### src/rtl/core/wrs_pkg.sv
package wrs_pkg;

    // Widths fixed by the item fields
    localparam int VAL_W     = 16;
    localparam int WT_W      = 16;
    localparam int RND_W     = 32;
    localparam int DIV_CNT_W = $clog2(RND_W);

    typedef enum logic [1:0] {
        OP_DRAW  = 2'd0,
        OP_SET   = 2'd1,
        OP_QUERY = 2'd2,
        OP_CLEAR = 2'd3
    } op_t;

    typedef enum logic [2:0] {
        S_IDLE,
        S_DECODE,
        S_DIV,
        S_RD,
        S_CHK,
        S_WR,
        S_DONE
    } state_t;

    // Commands from controller to datapath
    typedef struct packed {
        logic load;
        logic clear;
        logic div_step;
        logic chk;
        logic idx_inc;
        logic wr;
        logic out_load;
    } wrs_cmd_t;

    // Status from datapath to controller
    typedef struct packed {
        op_t  op;
        logic total_zero;
        logic count_zero;
        logic div_last;
        logic found;
        logic last;
    } wrs_stat_t;

endpackage

### src/rtl/core/wrs_ram.sv
module wrs_ram #(
    parameter int WIDTH = 32,
    parameter int DEPTH = 16
) (
    input  logic                     clk,
    input  logic                     wr_en,
    input  logic [$clog2(DEPTH)-1:0] wr_addr,
    input  logic [WIDTH-1:0]         wr_data,
    input  logic [$clog2(DEPTH)-1:0] rd_addr,
    output logic [WIDTH-1:0]         rd_data
);

    logic [WIDTH-1:0] mem [DEPTH];
    logic [WIDTH-1:0] rd_data_reg;

    // Write port and registered read port
    always_ff @(posedge clk)
    begin
        if (wr_en)
        begin
            mem[wr_addr] <= wr_data;
        end
        rd_data_reg <= mem[rd_addr];
    end

    assign rd_data = rd_data_reg;

endmodule

### src/rtl/core/wrs_ctrl.sv
module wrs_ctrl
    import wrs_pkg::*;
(
    input  logic      clk,
    input  logic      rst_n,
    input  logic      in_valid,
    output logic      in_stall,
    output logic      out_valid,
    input  logic      out_stall,
    input  wrs_stat_t stat,
    output wrs_cmd_t  cmd
);

    state_t state_reg;
    state_t state_next;
    logic   out_valid_reg;
    logic   out_valid_next;
    logic   out_free;

    assign out_free = !out_valid_reg || !out_stall;

    // Next state
    always_comb
    begin
        state_next = state_reg;
        unique case (state_reg)
            S_IDLE:
            begin
                if (in_valid)
                begin
                    state_next = S_DECODE;
                end
            end
            S_DECODE:
            begin
                case (stat.op)
                    OP_DRAW:
                    begin
                        state_next = stat.total_zero ? S_DONE : S_DIV;
                    end
                    OP_SET:
                    begin
                        state_next = stat.count_zero ? S_WR : S_RD;
                    end
                    OP_QUERY:
                    begin
                        state_next = stat.count_zero ? S_DONE : S_RD;
                    end
                    default:
                    begin
                        state_next = S_DONE;
                    end
                endcase
            end
            S_DIV:
            begin
                if (stat.div_last)
                begin
                    state_next = S_RD;
                end
            end
            S_RD:
            begin
                state_next = S_CHK;
            end
            S_CHK:
            begin
                if (stat.found || stat.last)
                begin
                    state_next = (stat.op == OP_SET) ? S_WR : S_DONE;
                end
                else
                begin
                    state_next = S_RD;
                end
            end
            S_WR:
            begin
                state_next = S_DONE;
            end
            S_DONE:
            begin
                if (out_free)
                begin
                    state_next = S_IDLE;
                end
            end
            default:
            begin
                state_next = S_IDLE;
            end
        endcase
    end

    // Commands
    always_comb
    begin
        cmd = '0;
        unique case (state_reg)
            S_IDLE:   cmd.load     = in_valid;
            S_DECODE: cmd.clear    = (stat.op == OP_CLEAR);
            S_DIV:    cmd.div_step = 1'b1;
            S_RD:     cmd          = '0;
            S_CHK:
            begin
                cmd.chk     = 1'b1;
                cmd.idx_inc = !stat.found && !stat.last;
            end
            S_WR:     cmd.wr       = 1'b1;
            S_DONE:   cmd.out_load = out_free;
            default:  cmd          = '0;
        endcase
    end

    // Hold the result beat until taken
    always_comb
    begin
        out_valid_next = out_valid_reg;
        if (cmd.out_load)
        begin
            out_valid_next = 1'b1;
        end
        else if (!out_stall)
        begin
            out_valid_next = 1'b0;
        end
    end

    always_ff @(posedge clk or negedge rst_n)
    begin
        if (!rst_n)
        begin
            state_reg     <= S_IDLE;
            out_valid_reg <= 1'b0;
        end
        else
        begin
            state_reg     <= state_next;
            out_valid_reg <= out_valid_next;
        end
    end

    assign in_stall  = (state_reg != S_IDLE);
    assign out_valid = out_valid_reg;

endmodule

### src/rtl/core/wrs_dp.sv
module wrs_dp
    import wrs_pkg::*;
#(
    parameter int ENTRIES = 16
) (
    input  logic                    clk,
    input  logic                    rst_n,
    input  logic [1:0]              opcode,
    input  logic signed [VAL_W-1:0] item_value,
    input  logic [WT_W-1:0]         item_weight,
    input  logic [RND_W-1:0]        random_word,
    output logic signed [VAL_W-1:0] chosen_value,
    output logic [WT_W-1:0]         weight_out,
    output logic                    hit,
    output logic                    table_full_error,
    input  wrs_cmd_t                cmd,
    output wrs_stat_t               stat
);

    localparam int IDX_W = $clog2(ENTRIES);
    localparam int CNT_W = $clog2(ENTRIES + 1);
    localparam int TOT_W = WT_W + $clog2(ENTRIES);

    op_t                  op_reg;
    logic [VAL_W-1:0]     val_reg;
    logic [WT_W-1:0]      wt_reg;
    logic [RND_W-1:0]     rnd_reg;
    logic [RND_W-1:0]     rnd_next;
    logic [TOT_W-1:0]     rem_reg;
    logic [TOT_W-1:0]     rem_next;
    logic [DIV_CNT_W-1:0] div_cnt_reg;
    logic [DIV_CNT_W-1:0] div_cnt_next;
    logic [IDX_W-1:0]     idx_reg;
    logic [IDX_W-1:0]     idx_next;
    logic [TOT_W-1:0]     base_reg;
    logic [TOT_W-1:0]     base_next;
    logic                 found_reg;
    logic                 found_next;
    logic                 err_reg;
    logic                 err_next;
    logic [VAL_W-1:0]     sel_val_reg;
    logic [VAL_W-1:0]     sel_val_next;
    logic [WT_W-1:0]      sel_wt_reg;
    logic [WT_W-1:0]      sel_wt_next;
    logic [CNT_W-1:0]     count_reg;
    logic [CNT_W-1:0]     count_next;
    logic [TOT_W-1:0]     total_reg;
    logic [TOT_W-1:0]     total_next;

    logic [VAL_W-1:0]     chosen_reg;
    logic [WT_W-1:0]      wout_reg;
    logic                 hit_reg;
    logic                 err_out_reg;

    logic                 ram_wr_en;
    logic [IDX_W-1:0]     ram_wr_addr;
    logic [VAL_W+WT_W-1:0] ram_rd_data;
    logic [VAL_W-1:0]     rd_val;
    logic [WT_W-1:0]      rd_wt;

    logic [TOT_W:0]       trial;
    logic [TOT_W:0]       trial_diff;
    logic [TOT_W:0]       range_end;
    logic                 found_now;
    logic                 full;

    wrs_ram #(
        .WIDTH (VAL_W + WT_W),
        .DEPTH (ENTRIES)
    ) u_ram (
        .clk     (clk),
        .wr_en   (ram_wr_en),
        .wr_addr (ram_wr_addr),
        .wr_data ({val_reg, wt_reg}),
        .rd_addr (idx_reg),
        .rd_data (ram_rd_data)
    );

    assign rd_val = ram_rd_data[VAL_W+WT_W-1:WT_W];
    assign rd_wt  = ram_rd_data[WT_W-1:0];

    // One restoring division step: shift in one dividend bit
    assign trial      = {rem_reg, rnd_reg[RND_W-1]};
    assign trial_diff = trial - {1'b0, total_reg};

    // Cumulative range end of the entry under inspection
    assign range_end = {1'b0, base_reg} + (TOT_W + 1)'(rd_wt);

    assign found_now = (op_reg == OP_DRAW) ? ({1'b0, rem_reg} < range_end)
                                           : (rd_val == val_reg);
    assign full      = (count_reg == CNT_W'(ENTRIES));

    // Write the matched entry in place, else append while the table is not full
    assign ram_wr_en   = cmd.wr && (found_reg || !full);
    assign ram_wr_addr = found_reg ? idx_reg : count_reg[IDX_W-1:0];

    // Status
    assign stat.op         = op_reg;
    assign stat.total_zero = (total_reg == '0);
    assign stat.count_zero = (count_reg == '0);
    assign stat.div_last   = (div_cnt_reg == DIV_CNT_W'(RND_W - 1));
    assign stat.found      = found_now;
    assign stat.last       = ((CNT_W'(idx_reg) + CNT_W'(1)) == count_reg);

    // Next values
    always_comb
    begin
        rnd_next     = rnd_reg;
        rem_next     = rem_reg;
        div_cnt_next = div_cnt_reg;
        idx_next     = idx_reg;
        base_next    = base_reg;
        found_next   = found_reg;
        err_next     = err_reg;
        sel_val_next = sel_val_reg;
        sel_wt_next  = sel_wt_reg;
        count_next   = count_reg;
        total_next   = total_reg;

        if (cmd.load)
        begin
            rnd_next     = random_word;
            rem_next     = '0;
            div_cnt_next = '0;
            idx_next     = '0;
            base_next    = '0;
            found_next   = 1'b0;
            err_next     = 1'b0;
        end

        if (cmd.clear)
        begin
            count_next = '0;
            total_next = '0;
        end

        if (cmd.div_step)
        begin
            rnd_next     = {rnd_reg[RND_W-2:0], 1'b0};
            rem_next     = trial_diff[TOT_W] ? trial[TOT_W-1:0] : trial_diff[TOT_W-1:0];
            div_cnt_next = div_cnt_reg + DIV_CNT_W'(1);
        end

        if (cmd.chk)
        begin
            found_next   = found_now;
            sel_val_next = rd_val;
            sel_wt_next  = rd_wt;
            base_next    = range_end[TOT_W-1:0];
        end

        if (cmd.idx_inc)
        begin
            idx_next = idx_reg + IDX_W'(1);
        end

        if (cmd.wr)
        begin
            if (found_reg)
            begin
                total_next = total_reg - TOT_W'(sel_wt_reg) + TOT_W'(wt_reg);
            end
            else if (!full)
            begin
                count_next = count_reg + CNT_W'(1);
                total_next = total_reg + TOT_W'(wt_reg);
            end
            else
            begin
                err_next = 1'b1;
            end
        end
    end

    // Table occupancy and weight total
    always_ff @(posedge clk or negedge rst_n)
    begin
        if (!rst_n)
        begin
            count_reg <= '0;
            total_reg <= '0;
        end
        else
        begin
            count_reg <= count_next;
            total_reg <= total_next;
        end
    end

    // Item and working registers
    always_ff @(posedge clk)
    begin
        if (cmd.load)
        begin
            op_reg  <= op_t'(opcode);
            val_reg <= item_value;
            wt_reg  <= item_weight;
        end
        rnd_reg     <= rnd_next;
        rem_reg     <= rem_next;
        div_cnt_reg <= div_cnt_next;
        idx_reg     <= idx_next;
        base_reg    <= base_next;
        found_reg   <= found_next;
        err_reg     <= err_next;
        sel_val_reg <= sel_val_next;
        sel_wt_reg  <= sel_wt_next;
    end

    // Result beat payload
    always_ff @(posedge clk)
    begin
        if (cmd.out_load)
        begin
            chosen_reg  <= (op_reg == OP_DRAW && found_reg) ? sel_val_reg : '0;
            wout_reg    <= (op_reg == OP_QUERY && found_reg) ? sel_wt_reg : '0;
            hit_reg     <= found_reg && (op_reg != OP_CLEAR);
            err_out_reg <= err_reg && (op_reg == OP_SET);
        end
    end

    assign chosen_value     = chosen_reg;
    assign weight_out       = wout_reg;
    assign hit              = hit_reg;
    assign table_full_error = err_out_reg;

endmodule

### src/rtl/core/weighted_random_selector_unit.sv
// A draw reduces the random word modulo the weight total, then walks the table to the first entry
// whose cumulative range holds the remainder; set and query walk for a matching value; clear resets.
// One item in flight: each item runs the 32-step remainder unit (draws only) and the table walk,
// which reads each entry through the registered read port (S_RD) before checking it (S_CHK).
// The next item is taken while the previous result beat waits on out_stall.
// Reset (rst_n, asynchronous) empties the table and zeroes the total; table RAM is not cleared.
module weighted_random_selector_unit
    import wrs_pkg::*;
#(
    parameter int ENTRIES = 16
) (
    input  logic                    clk,
    input  logic                    rst_n,
    input  logic                    in_valid,
    output logic                    in_stall,
    input  logic [1:0]              opcode,
    input  logic signed [VAL_W-1:0] item_value,
    input  logic [WT_W-1:0]         item_weight,
    input  logic [RND_W-1:0]        random_word,
    output logic                    out_valid,
    input  logic                    out_stall,
    output logic signed [VAL_W-1:0] chosen_value,
    output logic [WT_W-1:0]         weight_out,
    output logic                    hit,
    output logic                    table_full_error
);

    wrs_cmd_t  cmd;
    wrs_stat_t stat;

    wrs_ctrl u_ctrl (
        .clk       (clk),
        .rst_n     (rst_n),
        .in_valid  (in_valid),
        .in_stall  (in_stall),
        .out_valid (out_valid),
        .out_stall (out_stall),
        .stat      (stat),
        .cmd       (cmd)
    );

    wrs_dp #(
        .ENTRIES (ENTRIES)
    ) u_dp (
        .clk              (clk),
        .rst_n            (rst_n),
        .opcode           (opcode),
        .item_value       (item_value),
        .item_weight      (item_weight),
        .random_word      (random_word),
        .chosen_value     (chosen_value),
        .weight_out       (weight_out),
        .hit              (hit),
        .table_full_error (table_full_error),
        .cmd              (cmd),
        .stat             (stat)
    );

endmodule
### config.mk
export PLATFORM = sky130hd
export DESIGN_NAME = weighted_random_selector_unit
export DESIGN_NICKNAME = d
export VERILOG_FILES = /design/src/rtl/core/wrs_pkg.sv /design/src/rtl/core/wrs_ram.sv /design/src/rtl/core/wrs_ctrl.sv /design/src/rtl/core/wrs_dp.sv /design/src/rtl/core/weighted_random_selector_unit.sv
export SDC_FILE = /design/constraint.sdc
export NUM_CORES = 1
export LEC_CHECK = 0
export ABC_AREA = 1
export BUFFER_PORTS_ARGS = -buffer_cell sky130_fd_sc_hd__buf_2
export CORE_ASPECT_RATIO = 0.6
export CORE_MARGIN = 2
export CORE_UTILIZATION = 30
export CTS_CLUSTER_SIZE = 30
export DETAILED_ROUTE_END_ITERATION = 12
export GPL_TIMING_DRIVEN = 0
export RECOVER_POWER = 100
export SLEW_MARGIN = 20
export SYNTH_ARGS = -nofsm -noshare
export SYNTH_HDL_FRONTEND = slang
export SYNTH_HIERARCHICAL = 1
export SYNTH_SLANG_ARGS = --single-unit
### constraint.sdc
create_clock -name clk -period 6.85 [get_ports clk]
set_clock_uncertainty 0.2 [all_clocks]
set_input_delay 1.0275 -clock clk [delete_from_list [all_inputs] [get_ports clk]]
set_output_delay 1.0275 -clock clk [all_outputs]
set_load 0.01 [all_outputs]
==> metrics.csv, run 1 <==
metric;value;unit
status;complete, but fails checks;
violations;capacitance limit, slew limit;
cts_tree;done;
setup_viol;0;
insertion_delay;0.67;ns
grt_pass1_vias;24800;
hold_depth;0;
htreeDepth;3;
rows;99;
ir_worst_vdd;0.000206;V
cts_setup_buffers;0;
power;20.1;mW
synthCells;3752;
p_leak;17.8;nW
min_period;5.58;ns
cts.sinks;756;
final_nets;4154;
syn-cell-area;36700;um^2
core_area;121000;um^2
ff2ff_setup_slack;1.27;ns
largest_reg_flops;512;
relSlewSlack;-0.539;
num_vias;27300;
regToRegEndpoint;u_dp/u_ram/mem[6][12];
finalMaxSlewViolations;334;
powerDensity;481;nW/um^2
cts-resized-gates;0;
async_reset_ff_frac;0.0384;
cts_buffer_depth;3;
r2r_start;u_ctrl/state_reg[1];
crit_buf_inv;5;
drtAntennaViolNets;0;
max_freq;179;MHz
final_cell_mix;1036 x nand2_1, 693 x edfxtp_1, 613 x inv_1;
met1Wirelength;56300;um
wl_met3;15300;um
grt_max_degree;39;
dr.pass1.iters;6;
dr_wl_met2;42900;um
yosysUniqueCellTypes;56;
grt-ovfl-total;0;
grt_usage;0.184;
die_area;125000;um^2
yosysSeqAreaShare;0.606;
cp.arrival;5.62;ns
maxCapViolCount;16;
die_h;275;um
topRoutingLayerUsed;met5;
synth-edff-count;693;
finalHoldViolations;0;
place_ws;1.92;ns
crit_slowest_cell;nor2_1;
rsz0062_at_grt;false;
cp.required;6.89;ns
reg2regPathDepth;10;
place_congestion;0.936;
synth_ff_type;edfxtp_1;
fill_cells;12300;
setup_slack;1.27;ns
crit_path_max_fanout;20;
yosysWarnings;6;
worstMarginPinSlew;2.31;ns
avgRoutedWirePerCell;20.6;um
grt_pass1_wl;168000;um
initial_core_util;0.302;
hold_end;u_dp/sel_wt_reg[2];
numCtsBuffers;78;
vias_per_cell;4.84;
routed_wl;117000;um
crit_path_max_incr_delay;1.46;ns
portBuffers;105;
layout_commonest_cell;nand2_1;
drive_gt1_frac;0.0739;
critPathCaptureType;register;
critPathKind;register to register;
hold_class;register to register;
place_hpwl;83900;um
fin_crit_sh;0.814;
die_w;455;um
avgSynthCellArea;9.77;um^2
area_growth_syn_to_layout;14.0;%
ioPinCount;106;
cts_root_buf;clkbuf_16;
synth_seq_cells;756;
antenna_found_initial;7;
crit_chain;clkbuf_1 -> nor2_1 -> inv_1 -> nor2_1 -> clkbuf_1 -> nand2_1 -> inv_1 -> nand3b_1 -> nor2_1 -> clkbuf_1;
crit_path_start_kind;register;
hold_buffers;0;
drc;0;
crit_family;buffers and inverters;
drt-initial-drc-count;3507;
min_from;u_dp/u_ram/rd_data[2];
clk_pin_slew;0.06;ns
syn-num-nets;3941;
==> cell usage after synthesis (3+ instances only) <==
master | count | area, um^2
nand3b_1 | 19 | 143
buf_4 | 9 | 67.6
inv_2 | 15 | 56.3
inv_1 | 608 | 2280
o31ai_1 | 4 | 30.0
dfrtp_1 | 29 | 726
edfxtp_1 | 693 | 20800
nand2_2 | 7 | 43.8
a21oi_2 | 4 | 35.0
xor2_1 | 32 | 280
nand3_1 | 505 | 2530
clkbuf_1 | 35 | 131
o21ai_1 | 30 | 150
o21ai_0 | 58 | 290
a21o_1 | 4 | 30.0
buf_1 | 16 | 60.1
or2_2 | 5 | 31.3
nor2_1 | 176 | 661
nor3_1 | 8 | 40.0
nor4_1 | 7 | 43.8
a31oi_1 | 6 | 37.5
buf_6 | 34 | 383
nor2_4 | 5 | 56.3
buf_2 | 44 | 220
fa_1 | 19 | 380
a21oi_1 | 121 | 606
dfxtp_1 | 34 | 681
nand2_1 | 1033 | 3880
xnor2_1 | 25 | 219
nand3_2 | 3 | 30.0
o21bai_1 | 8 | 60.1
ha_1 | 100 | 1250
nand4_1 | 22 | 138
nor2_2 | 4 | 25.0
==> routing by layer <==
metal | track usage | vias up
met5 | 0.00632 | -
met4 | 0.0363 | 4
met3 | 0.0673 | 127
met2 | 0.231 | 1311
met1 | 0.291 | 13100
li1 | - | 12700
==> worst max-delay path by stage <==
stage,start,end,cells past startpoint
6_report,u_ctrl/state_reg[1],u_dp/u_ram/mem[6][12],10
5_1_grt,u_ctrl/state_reg[1],u_dp/rnd_reg[22],8
4_1_cts,u_dp/base_reg[0],u_dp/idx_reg[2],23
3_5_place_dp,u_dp/base_reg[0],u_dp/idx_reg[2],23
3_3_place_gp,in_valid,u_dp/rem_reg[17],6
2_1_floorplan,in_valid,u_dp/div_cnt_reg[0],5
==> cell families (layout without fill, tap and decap cells) <==
family                   count (synthesis)  after routing  share of synthesized area
XOR/XNOR                                57             57                     0.0136
other                                    0              1                          0
adder cells (fa/ha/maj)                119            119                     0.0445
buffers and inverters                  765           1043                     0.0883
AO/OA/AOI/OAI                          254            254                     0.0381
flip-flops                             756            756                      0.606
AND/OR/NAND/NOR                       1801           1801                      0.210
==> final cells by class <==
type,instances,area (um^2),share of cell area
flip-flops and latches,756,22200,0.532
repair buffers,133,578,0.0138
clock inverters,43,447,0.0107
plain buffers,139,855,0.0204
well taps,1616,2020,0.0484
clock buffers,102,2150,0.0513
diodes,1,2.50,0.0000599
inverters,626,2350,0.0563
multi-input cells,2231,11200,0.267
==> worst reg2reg max path: cells and delay by family, from the launching register on <==
kind	cells	cell delay (ns)
flip-flops	1	0.35
AND/OR/NAND/NOR	5	2.28
buffers and inverters	5	2.30
==> through the flow <==
stage                     instances  instance area, um^2  utilization  hold WS [ns]  TNS (ns)
after floorplan                3752                36700            -         0.212         0
after global routing           5646                41800        0.344         0.256         0
after global placement         5473                39200        0.323         0.221    -38.89
after CTS                      5644                42600        0.351         0.213         0
final                          5647                41800        0.344         0.238         0
after detailed placement       5499                40000        0.329         0.223         0
==> power by group <==
| part | switching [mW] | internal [mW] |
|---|---|---|
| clock network | 1.87 | 2.53 |
| registers | 0.707 | 6.00 |
| logic | 6.27 | 2.71 |
Power figures use the tool's default switching activity.
==> run 2: changes to the inputs <==
==> constraint.sdc (replaced) <==
create_clock -name clk -period 5.4 [get_ports clk]
set_clock_uncertainty 0.2 [all_clocks]
set_input_delay 0.81 -clock clk [delete_from_list [all_inputs] [get_ports clk]]
set_output_delay 0.81 -clock clk [all_outputs]
set_load 0.01 [all_outputs]
==> metrics.csv, run 2 (synthesized netlist as in run 1, its figures left out) <==
metric;value;unit;change
grt-ovfl-total;0;;unchanged
p_int;14.3;mW;was 11.2 mW
crit_chain;clkbuf_1 -> nor2_1 -> inv_1 -> nor2_1 -> clkbuf_1 -> nand2_1 -> inv_1 -> nand3b_1 -> nor2_1 -> clkbuf_1 -> clkbuf_2;;was clkbuf_1 -> nor2_1 -> inv_1 -> nor2_1 -> clkbuf_1 -> nand2_1 -> inv_1 -> nand3b_1 -> nor2_1 -> clkbuf_1
cts_buffer_depth;3;;unchanged
finalHoldViolations;0;;unchanged
critPathCaptureType;register;;unchanged
avgRoutedWirePerCell;20.6;um;about the same
layout_commonest_cell;nand2_1;;unchanged
hold_class;input pin to register;;was register to register
finalMaxSlewViolations;232;;was 334
hold_depth;1;;was 0
maxCapViolCount;13;;was 16
min_from;item_value[10];;was u_dp/u_ram/rd_data[2]
grt_pass1_wl;168000;um;about the same
vias_per_cell;4.84;;about the same
die_w;455;um;unchanged
grt_usage;0.184;;about the same
crit_path_start_kind;register;;unchanged
drc;0;;unchanged
antenna_found_initial;7;;unchanged
relSlewSlack;-0.531;;was -0.539
cts_setup_buffers;0;;unchanged
final_nets;4155;;was 4154
worstMarginPinSlew;2.30;ns;was 2.31 ns
die_area;125000;um^2;unchanged
ff2ff_setup_slack;0.26;ns;was 1.27 ns
die_h;275;um;unchanged
setup_viol;0;;unchanged
final_cell_mix;1036 x nand2_1, 693 x edfxtp_1, 613 x inv_1;;unchanged
hold_buffers;1;;was 0
clk_pin_slew;0.06;ns;about the same
grt_pass1_vias;24800;;about the same
setup_slack;0.264;ns;was 1.27 ns
fin_crit_sh;0.951;;was 0.814
switching_power;11.2;mW;was 8.85 mW
wl_met3;15100;um;was 15300 um
rows;99;;unchanged
cts-resized-gates;0;;unchanged
area_growth_syn_to_layout;14.1;%;was 14.0%
ir_worst_vdd;0.000260;V;was 0.000206 V
placed_area;40000;um^2;unchanged
numCtsBuffers;78;;unchanged
crit_family;buffers and inverters;;unchanged
core_area;121000;um^2;unchanged
portBuffers;105;;unchanged
drtAntennaViolNets;0;;unchanged
crit_slowest_cell;clkbuf_1;;was nor2_1
cp.required;5.50;ns;was 6.89 ns
cp.arrival;5.23;ns;was 5.62 ns
powerDensity;609;nW/um^2;was 481 nW/um^2
critPathKind;register to register;;unchanged
clkPwrFrac;0.219;;about the same
rsz0062_at_grt;false;;unchanged
r2r_start;u_ctrl/state_reg[1];;unchanged
cts_tree;done;;unchanged
place_ws;0.474;ns;was 1.92 ns
drt-initial-drc-count;3564;;was 3507
num_vias;27300;;about the same
largest_reg_flops;512;;unchanged
htreeDepth;3;;unchanged
p_leak;17.9;nW;was 17.8 nW
reg2regPathDepth;11;;was 10
initial_core_util;0.302;;unchanged
crit_buf_inv;6;;was 5
tns;0;ns;unchanged
grt_max_degree;39;;unchanged
cts_root_buf;clkbuf_16;;unchanged
drive_gt1_frac;0.0764;;was 0.0739
min_period;5.14;ns;was 5.58 ns
final_area;41800;um^2;about the same
violations;capacitance limit, slew limit;;unchanged
cts.sinks;756;;unchanged
insertion_delay;0.66;ns;was 0.67 ns
crit_path_max_fanout;15;;was 20
status;complete, but fails checks;;unchanged
sw_frac_of_total;0.440;;about the same
crit_path_max_incr_delay;0.93;ns;was 1.46 ns
place_congestion;0.936;;unchanged
dr_wl_met2;42800;um;was 42900 um
fin_util;0.345;;was 0.344
topRoutingLayerUsed;met5;;unchanged
ioPinCount;106;;unchanged
regToRegEndpoint;u_dp/u_ram/mem[7][20];;was u_dp/u_ram/mem[6][12]
power;25.5;mW;was 20.1 mW
routed_wl;117000;um;about the same
met1Wirelength;56400;um;was 56300 um
hold_end;u_dp/val_reg[10];;was u_dp/sel_wt_reg[2]
pwr-share-comb;0.447;;about the same
place_hpwl;83900;um;unchanged
dr.pass1.iters;6;;unchanged
max_freq;195;MHz;was 179 MHz
power_frac_seq;0.334;;about the same
[run 2: changes by cell type in the layout (fill, tap and decap cells not counted), sizes merged]
cell / before / now
dlygate4sd3: 0 / 1
dlymetal6s4s: 0 / 1
dlymetal6s2s: 0 / 2
clkbuf: 222 / 219
[run 2: worst max-delay path by stage]
stage,from,end,slack [ns],cells after the start
6_report,u_ctrl/state_reg[1],u_dp/u_ram/mem[7][20],0.26,11
5_1_grt,u_ctrl/state_reg[1],u_dp/u_ram/mem[10][27],0.09,10
4_1_cts,u_dp/base_reg[0],u_dp/idx_reg[2],0.38,23
3_5_place_dp,u_dp/base_reg[0],u_dp/idx_reg[2],0.47,23
3_3_place_gp,in_valid,u_dp/rem_reg[17],-1.93,6
2_1_floorplan,in_valid,u_dp/div_cnt_reg[0],0.88,5
[run 2: power groups by stage]
stage               Clock (mW)  Sequential [mW]  Combinational (mW)
CTS                       5.68             8.46                11.3
global route              5.90             8.58                12.5
floorplan                    0             8.13                7.50
finish                    5.58             8.51                11.4
detailed placement           0             8.58                11.2
global placement             0             8.60                11.0
[run 2: layer usage]
| metal | up-vias | track usage |
|---|---|---|
| met5 | - | 0.00632 |
| met4 | 4 | 0.0363 |
| met3 | 137 | 0.0673 |
| met2 | 1291 | 0.231 |
| met1 | 13100 | 0.291 |
| li1 | 12700 | - |
[run 2: metrics by stage]
| step | hold slack (ns) | std cells |
|---|---|---|
| final | 0.123 | 5648 |
| after floorplan | 0.212 | 3752 |
| after CTS | 0.0840 | 5645 |
| after global placement | 0.221 | 5473 |
| after detailed placement | 0.223 | 5499 |
| after global routing | 0.0891 | 5647 |
[run 2: area by class of cell]
class,instances,area [um^2]
fillers,12300,79600
flip-flops and latches,756,22200
multi-input cells,2231,11200
inverters,626,2350
clock buffers,102,2150
well taps,1616,2020
plain buffers,139,855
repair buffers,134,627
clock inverters,43,447
diodes,1,2.50
